### config.mk
export PLATFORM = sky130hd
export DESIGN_NAME = subsequence_match_zeroer
export DESIGN_NICKNAME = d
export VERILOG_FILES = /design/src/hdl/ssmz_pkg.sv /design/src/hdl/subsequence_match_zeroer.sv /design/src/hdl/ssmz_ctrl.sv /design/src/hdl/ssmz_dp.sv
export SDC_FILE = /design/constraint.sdc
export NUM_CORES = 2
export LEC_CHECK = 0
export BUFFER_PORTS_ARGS = -buffer_cell sky130_fd_sc_hd__buf_4
export CORE_UTILIZATION = 50
export DETAILED_ROUTE_END_ITERATION = 6
export HOLD_SLACK_MARGIN = 0.15
export PLACE_DENSITY = 0.75
export SETUP_SLACK_MARGIN = 0.02
export SYNTH_ARGS = -nofsm -noshare
export SYNTH_HDL_FRONTEND = slang
export SYNTH_SLANG_ARGS = --single-unit
### constraint.sdc
create_clock -name aclk -period 5.9 [get_ports aclk]
set_input_delay 1.475 -clock aclk [delete_from_list [all_inputs] [get_ports aclk]]
set_output_delay 1.475 -clock aclk [all_outputs]
set_load 0.02 [all_outputs]
### src/hdl/ssmz_pkg.sv
// shared types, constants and state encoding for the subsequence match zeroer
package ssmz_pkg;

    localparam int WORD_W          = 32;
    localparam int MAX_ARRAY_DEF   = 64;
    localparam int MAX_PATTERN_DEF = 16;

    localparam logic OP_PATTERN = 1'b0;
    localparam logic OP_ARRAY   = 1'b1;

    typedef struct packed {
        logic                     op;
        logic signed [WORD_W-1:0] value;
        logic                     last;
    } ssmz_in_t;

    typedef struct packed {
        logic signed [WORD_W-1:0] value_res;
        logic                     last_res;
    } ssmz_out_t;

    typedef enum logic [2:0] {
        ST_IDLE,
        ST_START,
        ST_SCAN_RD,
        ST_SCAN_CMP,
        ST_ZERO,
        ST_OUT_RD,
        ST_OUT
    } ssmz_state_t;

    typedef struct packed {
        logic load;
        logic init;
        logic rd_scan;
        logic k_inc;
        logic k_clr;
        logic next_start;
        logic wr_zero;
        logic rd_out;
        logic i_inc;
        logic done;
    } ssmz_cmd_t;

    typedef struct packed {
        logic skip;
        logic eq;
        logic k_last;
        logic start_last;
        logic i_last;
    } ssmz_stat_t;

endpackage

### src/hdl/subsequence_match_zeroer.sv
// top level of the subsequence match zeroer
//
// loads a pattern of signed words (op 0) and then an array of signed words
// (op 1); the array beat marked last starts a scan of every start position
// in rising order, zeroing each window that matches the pattern against the
// current array contents, and then the whole array streams out with the
// final beat marked by last_res. the pattern is kept for later arrays and a
// pattern beat after a closed pattern starts a new one. beats beyond
// MAX_PATTERN or MAX_ARRAY are dropped, though their last mark still counts.
// the input is held off while a scan and its output run. after the array
// end beat comes a setup state, then each compared word is read and then
// compared, each zeroed word is written, and each output beat is read and
// then held until m_ready takes it. these steps are set by the single-port
// array memory with registered read, which serves the compare, the zeroing
// and the output in turn.
module subsequence_match_zeroer
    import ssmz_pkg::*;
#(
    parameter int MAX_ARRAY   = MAX_ARRAY_DEF,
    parameter int MAX_PATTERN = MAX_PATTERN_DEF
) (
    input  logic      aclk,
    input  logic      aresetn,
    // input beats
    input  logic      s_valid,
    output logic      s_ready,
    input  ssmz_in_t  s_data,
    // result beats
    output logic      m_valid,
    input  logic      m_ready,
    output ssmz_out_t m_data
);

    ssmz_cmd_t  cmd;
    ssmz_stat_t stat;

    // sequencing of load, scan, zero and output phases
    ssmz_ctrl u_ctrl (
        .aclk    (aclk),
        .aresetn (aresetn),
        .s_valid (s_valid),
        .s_data  (s_data),
        .s_ready (s_ready),
        .m_valid (m_valid),
        .m_ready (m_ready),
        .stat    (stat),
        .cmd     (cmd)
    );

    // memories, counters and the word compare
    ssmz_dp #(
        .MAX_ARRAY   (MAX_ARRAY),
        .MAX_PATTERN (MAX_PATTERN)
    ) u_dp (
        .aclk    (aclk),
        .aresetn (aresetn),
        .s_data  (s_data),
        .cmd     (cmd),
        .stat    (stat),
        .m_data  (m_data)
    );

endmodule

### src/hdl/ssmz_ctrl.sv
// controller state machine for load, scan, zero and output sequencing
module ssmz_ctrl
    import ssmz_pkg::*;
(
    input  logic       aclk,
    input  logic       aresetn,
    input  logic       s_valid,
    input  ssmz_in_t   s_data,
    output logic       s_ready,
    output logic       m_valid,
    input  logic       m_ready,
    input  ssmz_stat_t stat,
    output ssmz_cmd_t  cmd
);

    ssmz_state_t state_reg, state_next;
    logic        arr_end;

    assign arr_end = s_valid && (s_data.op == OP_ARRAY) && s_data.last;

    always_ff @(posedge aclk) begin
        if (!aresetn) begin
            state_reg <= ST_IDLE;
        end else begin
            state_reg <= state_next;
        end
    end

    // next state
    always_comb begin
        state_next = state_reg;
        unique case (state_reg)
            ST_IDLE: begin
                if (arr_end) state_next = ST_START;
            end
            ST_START: begin
                state_next = stat.skip ? ST_OUT_RD : ST_SCAN_RD;
            end
            ST_SCAN_RD: begin
                state_next = ST_SCAN_CMP;
            end
            ST_SCAN_CMP: begin
                if (!stat.eq) begin
                    state_next = stat.start_last ? ST_OUT_RD : ST_SCAN_RD;
                end else if (stat.k_last) begin
                    state_next = ST_ZERO;
                end else begin
                    state_next = ST_SCAN_RD;
                end
            end
            ST_ZERO: begin
                if (stat.k_last) state_next = stat.start_last ? ST_OUT_RD : ST_SCAN_RD;
            end
            ST_OUT_RD: begin
                state_next = ST_OUT;
            end
            ST_OUT: begin
                if (m_ready) state_next = stat.i_last ? ST_IDLE : ST_OUT_RD;
            end
            default: state_next = ST_IDLE;
        endcase
    end

    // outputs
    always_comb begin
        cmd     = '0;
        s_ready = 1'b0;
        m_valid = 1'b0;
        unique case (state_reg)
            ST_IDLE: begin
                s_ready  = 1'b1;
                cmd.load = s_valid;
                cmd.init = arr_end;
            end
            ST_START: begin
            end
            ST_SCAN_RD: begin
                cmd.rd_scan = 1'b1;
            end
            ST_SCAN_CMP: begin
                if (!stat.eq) begin
                    cmd.next_start = !stat.start_last;
                end else if (stat.k_last) begin
                    cmd.k_clr = 1'b1;
                end else begin
                    cmd.k_inc = 1'b1;
                end
            end
            ST_ZERO: begin
                cmd.wr_zero = 1'b1;
                if (stat.k_last) begin
                    cmd.next_start = !stat.start_last;
                end else begin
                    cmd.k_inc = 1'b1;
                end
            end
            ST_OUT_RD: begin
                cmd.rd_out = 1'b1;
            end
            ST_OUT: begin
                m_valid = 1'b1;
                if (m_ready) begin
                    cmd.done  = stat.i_last;
                    cmd.i_inc = !stat.i_last;
                end
            end
            default: begin
            end
        endcase
    end

endmodule

### src/hdl/ssmz_dp.sv
// datapath: pattern and array memories, counters, window compare
module ssmz_dp
    import ssmz_pkg::*;
#(
    parameter int MAX_ARRAY   = MAX_ARRAY_DEF,
    parameter int MAX_PATTERN = MAX_PATTERN_DEF
) (
    input  logic       aclk,
    input  logic       aresetn,
    input  ssmz_in_t   s_data,
    input  ssmz_cmd_t  cmd,
    output ssmz_stat_t stat,
    output ssmz_out_t  m_data
);

    localparam int AW   = (MAX_ARRAY > 1) ? $clog2(MAX_ARRAY) : 1;
    localparam int PW   = (MAX_PATTERN > 1) ? $clog2(MAX_PATTERN) : 1;
    localparam int ACW  = $clog2(MAX_ARRAY + 1);
    localparam int PCW  = $clog2(MAX_PATTERN + 1);
    localparam int SUMW = ((ACW > PCW) ? ACW : PCW) + 1;

    logic signed [WORD_W-1:0] arr_mem [MAX_ARRAY];
    logic signed [WORD_W-1:0] pat_mem [MAX_PATTERN];

    logic [PCW-1:0] pat_cnt_reg, pat_cnt_next;
    logic           pat_closed_reg, pat_closed_next;
    logic [ACW-1:0] arr_cnt_reg, arr_cnt_next;
    logic [ACW-1:0] start_reg, start_next;
    logic [PW-1:0]  k_reg, k_next;
    logic [AW-1:0]  i_reg, i_next;

    logic signed [WORD_W-1:0] arr_q_reg;
    logic signed [WORD_W-1:0] pat_q_reg;

    logic [PCW-1:0]           pat_base;
    logic                     pat_wr;
    logic                     arr_load;
    logic [SUMW-1:0]          scan_sum;
    logic [AW-1:0]            scan_addr;
    logic                     arr_wr;
    logic [AW-1:0]            arr_wr_addr;
    logic signed [WORD_W-1:0] arr_wr_data;

    // pattern loading: a closed pattern restarts at zero
    assign pat_base = pat_closed_reg ? '0 : pat_cnt_reg;
    assign pat_wr   = cmd.load && (s_data.op == OP_PATTERN)
                      && (pat_base < PCW'(MAX_PATTERN));
    assign arr_load = cmd.load && (s_data.op == OP_ARRAY)
                      && (arr_cnt_reg < ACW'(MAX_ARRAY));

    assign scan_sum  = SUMW'(start_reg) + SUMW'(k_reg);
    assign scan_addr = scan_sum[AW-1:0];

    assign arr_wr      = arr_load || cmd.wr_zero;
    assign arr_wr_addr = cmd.wr_zero ? scan_addr : arr_cnt_reg[AW-1:0];
    assign arr_wr_data = cmd.wr_zero ? '0 : s_data.value;

    always_comb begin
        pat_cnt_next    = pat_cnt_reg;
        pat_closed_next = pat_closed_reg;
        arr_cnt_next    = arr_cnt_reg;
        start_next      = start_reg;
        k_next          = k_reg;
        i_next          = i_reg;
        if (cmd.load && (s_data.op == OP_PATTERN)) begin
            pat_cnt_next    = pat_wr ? pat_base + PCW'(1) : pat_base;
            pat_closed_next = s_data.last;
        end
        if (arr_load) arr_cnt_next = arr_cnt_reg + ACW'(1);
        if (cmd.done) arr_cnt_next = '0;
        if (cmd.init) begin
            start_next = '0;
            k_next     = '0;
            i_next     = '0;
        end
        if (cmd.k_inc) k_next = k_reg + PW'(1);
        if (cmd.k_clr) k_next = '0;
        if (cmd.next_start) begin
            start_next = start_reg + ACW'(1);
            k_next     = '0;
        end
        if (cmd.i_inc) i_next = i_reg + AW'(1);
    end

    always_ff @(posedge aclk) begin
        if (!aresetn) begin
            pat_cnt_reg    <= '0;
            pat_closed_reg <= 1'b0;
            arr_cnt_reg    <= '0;
            start_reg      <= '0;
            k_reg          <= '0;
            i_reg          <= '0;
        end else begin
            pat_cnt_reg    <= pat_cnt_next;
            pat_closed_reg <= pat_closed_next;
            arr_cnt_reg    <= arr_cnt_next;
            start_reg      <= start_next;
            k_reg          <= k_next;
            i_reg          <= i_next;
        end
    end

    // memories with registered reads
    always_ff @(posedge aclk) begin
        if (pat_wr) pat_mem[pat_base[PW-1:0]] <= s_data.value;
        if (cmd.rd_scan) pat_q_reg <= pat_mem[k_reg];
    end

    always_ff @(posedge aclk) begin
        if (arr_wr) arr_mem[arr_wr_addr] <= arr_wr_data;
        if (cmd.rd_scan) begin
            arr_q_reg <= arr_mem[scan_addr];
        end else if (cmd.rd_out) begin
            arr_q_reg <= arr_mem[i_reg];
        end
    end

    assign stat.skip       = (pat_cnt_reg == '0) || (SUMW'(pat_cnt_reg) > SUMW'(arr_cnt_reg));
    assign stat.eq         = (arr_q_reg == pat_q_reg);
    assign stat.k_last     = (SUMW'(k_reg) + SUMW'(1)) == SUMW'(pat_cnt_reg);
    assign stat.start_last = (SUMW'(start_reg) + SUMW'(pat_cnt_reg)) == SUMW'(arr_cnt_reg);
    assign stat.i_last     = (SUMW'(i_reg) + SUMW'(1)) == SUMW'(arr_cnt_reg);

    assign m_data.value_res = arr_q_reg;
    assign m_data.last_res  = stat.i_last;

endmodule
* Word-level counts from Yosys, hierarchy flattened *
Memory sizes are Yosys's and may differ from the RTL's. A register that Yosys moved wholly into a read port is not among the register bits.
Cells that the tools add are included.

cells by class
  add/sub/neg operators = 9
  $lt $le $gt $ge = 3
  eq/ne operators = 13
  multiplexer cells = 43
  bitwise gates (word level) = 2
  reduce and logical (&&, ||, !) cells = 19

operator list
  operator                                                               count
  32-bit 2-to-1 mux                                                      3
  32-bit equality test                                                   1
  6-bit 2-to-1 mux                                                       5
  3-bit 2-to-1 mux                                                       8
  3-bit case mux with 7 select lines                                     1
  8-bit by 7-bit equality test with 1-bit output                         2
  7-bit by 1-bit adder with 7-bit output, second input constant          2
  1-bit 2-to-1 mux                                                       14
  7-bit 2-to-1 mux                                                       2
  5-bit 2-to-1 mux                                                       2
  3-bit equality test, second input constant                             3
  7-bit by 5-bit adder with 8-bit output                                 1
  8-bit by 5-bit equality test with 1-bit output                         1
  2-bit 2-to-1 mux                                                       4
  4-bit 2-to-1 mux                                                       2
  2-bit nonzero test                                                     4
  6-bit by 1-bit adder with 7-bit output, second input constant          1
  5-bit by 7-bit > comparator with 1-bit output                          1
  7-bit less-than comparator, second input constant                      1
  6-bit by 1-bit adder with 6-bit output, second input constant          1
  6-bit by 4-bit adder with 6-bit output                                 1
  3-bit by 2-bit equality test with 1-bit output, second input constant  2
  1-bit logical AND                                                      6
  4-bit by 1-bit adder with 5-bit output, second input constant          1
  15 further kinds                                                       20

storage, ports and cells
  bits in registers = 65
  bits in writable memories = 2560
  output and inout port bits = 35
  logic and storage cells = 99
  memories = 2

memory list
  memory        words  bits a word  rd ports  clocked after memory_dff  write ports  RTL line       RTL
  u_dp.arr_mem  64     32           2         1                         1            ssmz_dp.sv:22  logic signed [WORD_W-1:0] arr_mem [MAX_ARRAY];
  u_dp.pat_mem  16     32           1         1                         1            ssmz_dp.sv:23  logic signed [WORD_W-1:0] pat_mem [MAX_PATTERN];

* Depth between registers and ports, before layout *
  depth after elaboration = 8
  mapped depth = 11

* Cells and area by module *
From an unflattened synthesis, not the netlist that was laid out.

second synthesis, totals
  cell total of the unflattened synthesis = 5949
  area total of the unflattened synthesis = 119612.2 um^2

modules (own cells, without submodules)
  module     times used  cells an instance  area an instance (um^2)  sequential area each (um^2)
  ssmz_dp    1           5894               119236.9                 79516.3
  ssmz_ctrl  1           55                 375.4                    60.1

* Worst setup path after synthesis *
OpenSTA, ideal clock, no wires.

  kind = input-to-reg
  from = in s_valid
  to = mem u_dp.arr_mem[0][0], enable pin
  library setup time = 0.421 ns
  arrival = 3.849 ns
  slack = 1.630 ns
  stages on the path = 6
  buffers on the path = 0
  cell sequence = nand2_1 > nor3b_2 > inv_1 > o22ai_1 > nand2_1 > nor2_1

between the ends
  longest elaborated chain between the ends = 6

ends and longest elaborated chain
  what                                    RTL line                        RTL
  from (decl)                             subsequence_match_zeroer.sv:25  input logic s_valid,
  2-bit 2-to-1 mux                        ssmz_ctrl.sv:69                 unique case (state_reg)
  1-bit logical AND                       ssmz_dp.sv:48                   assign arr_load = cmd.load && (s_data.op == OP_ARRAY)
  1-bit logical AND                       ssmz_dp.sv:49                   && (arr_cnt_reg < ACW'(MAX_ARRAY));
  1-bit logical OR                        ssmz_dp.sv:54                   assign arr_wr = arr_load || cmd.wr_zero;
  1-bit 2-to-1 mux                        ssmz_dp.sv:110                  if (arr_wr) arr_mem[arr_wr_addr] <= arr_wr_data;
  1-bit 2-to-1 mux (not written as such)  ssmz_dp.sv:110
  to (decl)                               ssmz_dp.sv:22

Every way passes these cells.

* Worst setup path after layout *
  from = reg u_dp.k_reg[0]
  to = reg u_dp.arr_q_reg[31] (data pin)

between the ends
  longest elaborated chain between the ends = 3

ends and longest elaborated chain
  what                                    RTL line        RTL
  from (decl)                             ssmz_dp.sv:29   logic [PW-1:0] k_reg, k_next;
  from (signal assigned)                  ssmz_dp.sv:98   k_reg <= k_next;
  6-bit by 4-bit adder with 6-bit output  ssmz_dp.sv:51   assign scan_sum = SUMW'(start_reg) + SUMW'(k_reg);
  memory 64 x 32 bit                      n/a
  32-bit 2-to-1 mux                       ssmz_dp.sv:111  if (cmd.rd_scan) begin
  to (signal assigned)                    ssmz_dp.sv:112  arr_q_reg <= arr_mem[scan_addr];
  to (signal assigned)                    ssmz_dp.sv:114  arr_q_reg <= arr_mem[i_reg];
  to (decl)                               ssmz_dp.sv:32   logic signed [WORD_W-1:0] arr_q_reg;

Every way passes these cells.
A chain may end at the register's enable or synchronous reset.

==> impl_metrics.toml <==
[run_status]
status = "complete, no violations"

[global_routing]
grt_pass1_vias = 62700
grt_max_degree = 104
grt_use_total_pct = 26.6
grt_pass1_wl_um = 456000
antenna_found_initial = 10
grt_overflow = 0

[floorplan]
num_rows = 179
die_h_um = 491
die_w_um = 491
core-area_um2 = 238000
initial_core_util_pct = 50.2
fp.dieArea_um2 = 241000
io_pins = 73

[synth]
syn_inst = 5307
ys_ff_latch = 2663
synth_cell_types = 65
avgSynthCellArea_um2 = 22.5
synth_edf_count = 2624
synth_warnings = 0
yosysSeqAreaShare_pct = 66.7
syn_nets = 5369
postSynth.topFlopCell = "edfxtp_1"
syn_area_um2 = 119000
async_reset_ff_share_pct = 0

[clock_network]
post-cts-setup-buffer-count = 0
cts_tree = "built"
clk_pin_slew_ns = 0.06
cts_buffer_depth = 4
htreeDepth = 5
cts_buffers = 279
root_buffer = "clkbuf_16"
postCtsHoldBufs = 0
clk_latency_ns = 0.93
cts_resized = 0
clkSinkCount = 2663

[worst_setup_path]
critPathMaxFanout = 79
criticalPathCategory = "flop to flop"
r2r-start = "u_dp.k_reg[0]"
r2r_cells = 7
r2r_end = "u_dp.arr_q_reg[31]"
required_ns = 6.55
cp-end-kind = "flop"
reg2reg_slack_ns = 1.35
worst_setup_path_start_kind = "flop"
cp.arrival_ns = 5.20

[routing]
drtIter0Drc = 9007
routed_via_density = 6.99
wl_per_cell_um = 36.0
vias = 62000
dr.pass1.iters = 6
drc_errors = 0
drt_wl_total_um = 319000
ant_nets = 0

[timing]
hold_violations = 0
fin_crit_sh_pct = 77.2
fin_setup_tns_ns = 0
slew_viol_final = 0
whs_ns = 0.552
tightestPinTransition_ns = 1.36
relSlewSlack_pct = 9.60
finalCriticalPeriod_ns = 4.55
setup_violations = 0
clock_skew_ns = 0.0464
max_freq_mhz = 220
rsz0062_at_grt = "no"

[power_and_ir_drop]
p_sw_mw = 7.74
comb_power_share_pct = 2.2
power_density_nw_per_um2 = 288
pwr-share-clk_pct = 43.5
p_leak_nw = 38.4
switching_share_pct = 20.1
p_seq_share_pct = 54.3
internal-power_mw = 30.7
irDropWorstVdd_mv = 0.286

[hold_path]
min_path_type = "flop to flop"
whs_path_depth = 2
hold_start = "u_dp.i_reg[5]"

[cells_and_area]
top_register = "u_dp.arr_mem"
largest_reg_flops = 2048
syn2layout_area_growth_pct = 11.9
nets = 5578
drive_gt1_share_pct = 38.2

[placement]
gp_congestion = 0.872
dp_hpwl_um = 193000
io_buffers = 72

[job]
max-cap-violations = 0
==> area by class of cell <==
class	count	area, um^2
antenna	4	10.0
clock buffer	341	7330
clock inverter	126	1100
fill	16700	104000
inverter	17	63.8
multi-input combinational	2251	38500
sequential	2663	79600
tap	3167	3960
timing repair buffer	304	2980
==> cells in the final DEF (no fill, tap or decap), drive strengths merged, types with 4 or more instances in the layout <==
master    Yosys  final
bufinv        0     19
nand3        17     17
dfxtp        39     39
a21oi        18     18
o31ai         4      4
nor3         11     11
a21boi       10     10
o21ai        18     18
nor2         94     94
o21a          5      5
and2         53     53
o31a          5      5
inv          17     23
edfxtp     2624   2624
o32ai         5      5
nand2b        4      4
clkbuf      161    341
o22a         32     32
and3         10     10
nand4        15     15
xor2          9      9
o211ai        4      4
mux2i       324    324
nor3b         6      6
mux4       1374   1374
ha           22     22
o221ai       31     31
clkinvlp      0      9
nand2        61     61
diode         0      4
clkinv        0     92
buf         215    304
nor2b        15     15
nand3b        8      8
xnor2        56     56
==> metrics by stage <==
step	utilization, %	worst slack (ns)	cell area, um^2	std cells	power, mW
after detailed placement	52.6	1.40	125000	8402	22.1
after global routing	56.2	1.14	134000	8871	39.3
after CTS	56.2	1.36	134000	8869	38.6
after floorplan	-	1.63	119000	5307	21.7
final	56.2	1.35	134000	8873	38.5
after global placement	52.6	1.42	125000	8402	22.1
==> worst max-delay path by stage <==
stage | cells past startpoint | slack, ns | from | to
6_report | 7 | 1.35 | u_dp.k_reg[0] | u_dp.arr_q_reg[31]
3_5_place_dp | 10 | 1.40 | u_dp.k_reg[0] | u_dp.arr_q_reg[30]
2_1_floorplan | 6 | 1.63 | s_valid | u_dp.arr_mem[0][0]
3_3_place_gp | 9 | 1.42 | u_dp.k_reg[0] | u_dp.arr_mem[19][21]
4_1_cts | 9 | 1.36 | u_dp.k_reg[0] | u_dp.arr_mem[19][21]
5_1_grt | 9 | 1.14 | u_dp.k_reg[0] | u_dp.arr_mem[19][21]
==> synthesized netlist by cell type, drive strengths merged, types with 3 or more instances <==
cell / count / area share (%)
a211oi: 3 / 0.019
a21boi: 10 / 0.063
a21oi: 18 / 0.075
a31oi: 3 / 0.016
and2: 53 / 0.28
and3: 10 / 0.052
buf: 215 / 1.1
clkbuf: 161 / 0.51
dfxtp: 39 / 0.65
edfxtp: 2624 / 66
ha: 22 / 0.23
inv: 17 / 0.053
mux2i: 324 / 2.7
mux4: 1374 / 26
nand2: 61 / 0.19
nand2b: 4 / 0.021
nand3: 17 / 0.071
nand3b: 8 / 0.050
nand4: 15 / 0.079
nor2: 94 / 0.30
nor2b: 15 / 0.079
nor3: 11 / 0.050
nor3b: 6 / 0.042
o211ai: 4 / 0.025
o21a: 5 / 0.031
o21ai: 18 / 0.075
o221ai: 31 / 0.23
o22a: 32 / 0.23
o22ai: 3 / 0.016
o31a: 5 / 0.037
o31ai: 4 / 0.025
o32ai: 5 / 0.043
xnor2: 56 / 0.42
xor2: 9 / 0.066
==> power groups by stage <==
stage               sequential, mW  combinational (mW)  clock, mW
floorplan                     21.3               0.443          0
global placement              21.3               0.796          0
detailed placement            21.3               0.826          0
CTS                           20.9               0.827       16.9
global route                  20.9               0.887       17.5
finish                        20.9               0.844       16.7
==> metal layers <==
metal,GRT usage [%],vias up,routed length [um]
li1,-,23800,-
met1,36.8,33200,115000
met2,40.9,4350,151000
met3,7.98,619,43400
met4,7.94,14,9740
met5,0,-,94
==> critical path: stages (launching register included) <==
cell and delay (ns):
dfxtp_4 0.54, ha_4 0.27, fa_4 1.28, buf_12 0.44, mux4_2 0.33, mux2i_1 0.09, mux4_2 0.64, o221ai_1 0.50
==> logic make-up after synthesis <==
family	synth area share, %
compound gates	0.999
simple gates	1.29
fa+ha+maj	0.264
flops	66.7
xor+xnor	0.521
buf+inv	1.63
mux	28.6
No activity file was read; power rests on OpenSTA's default activity.
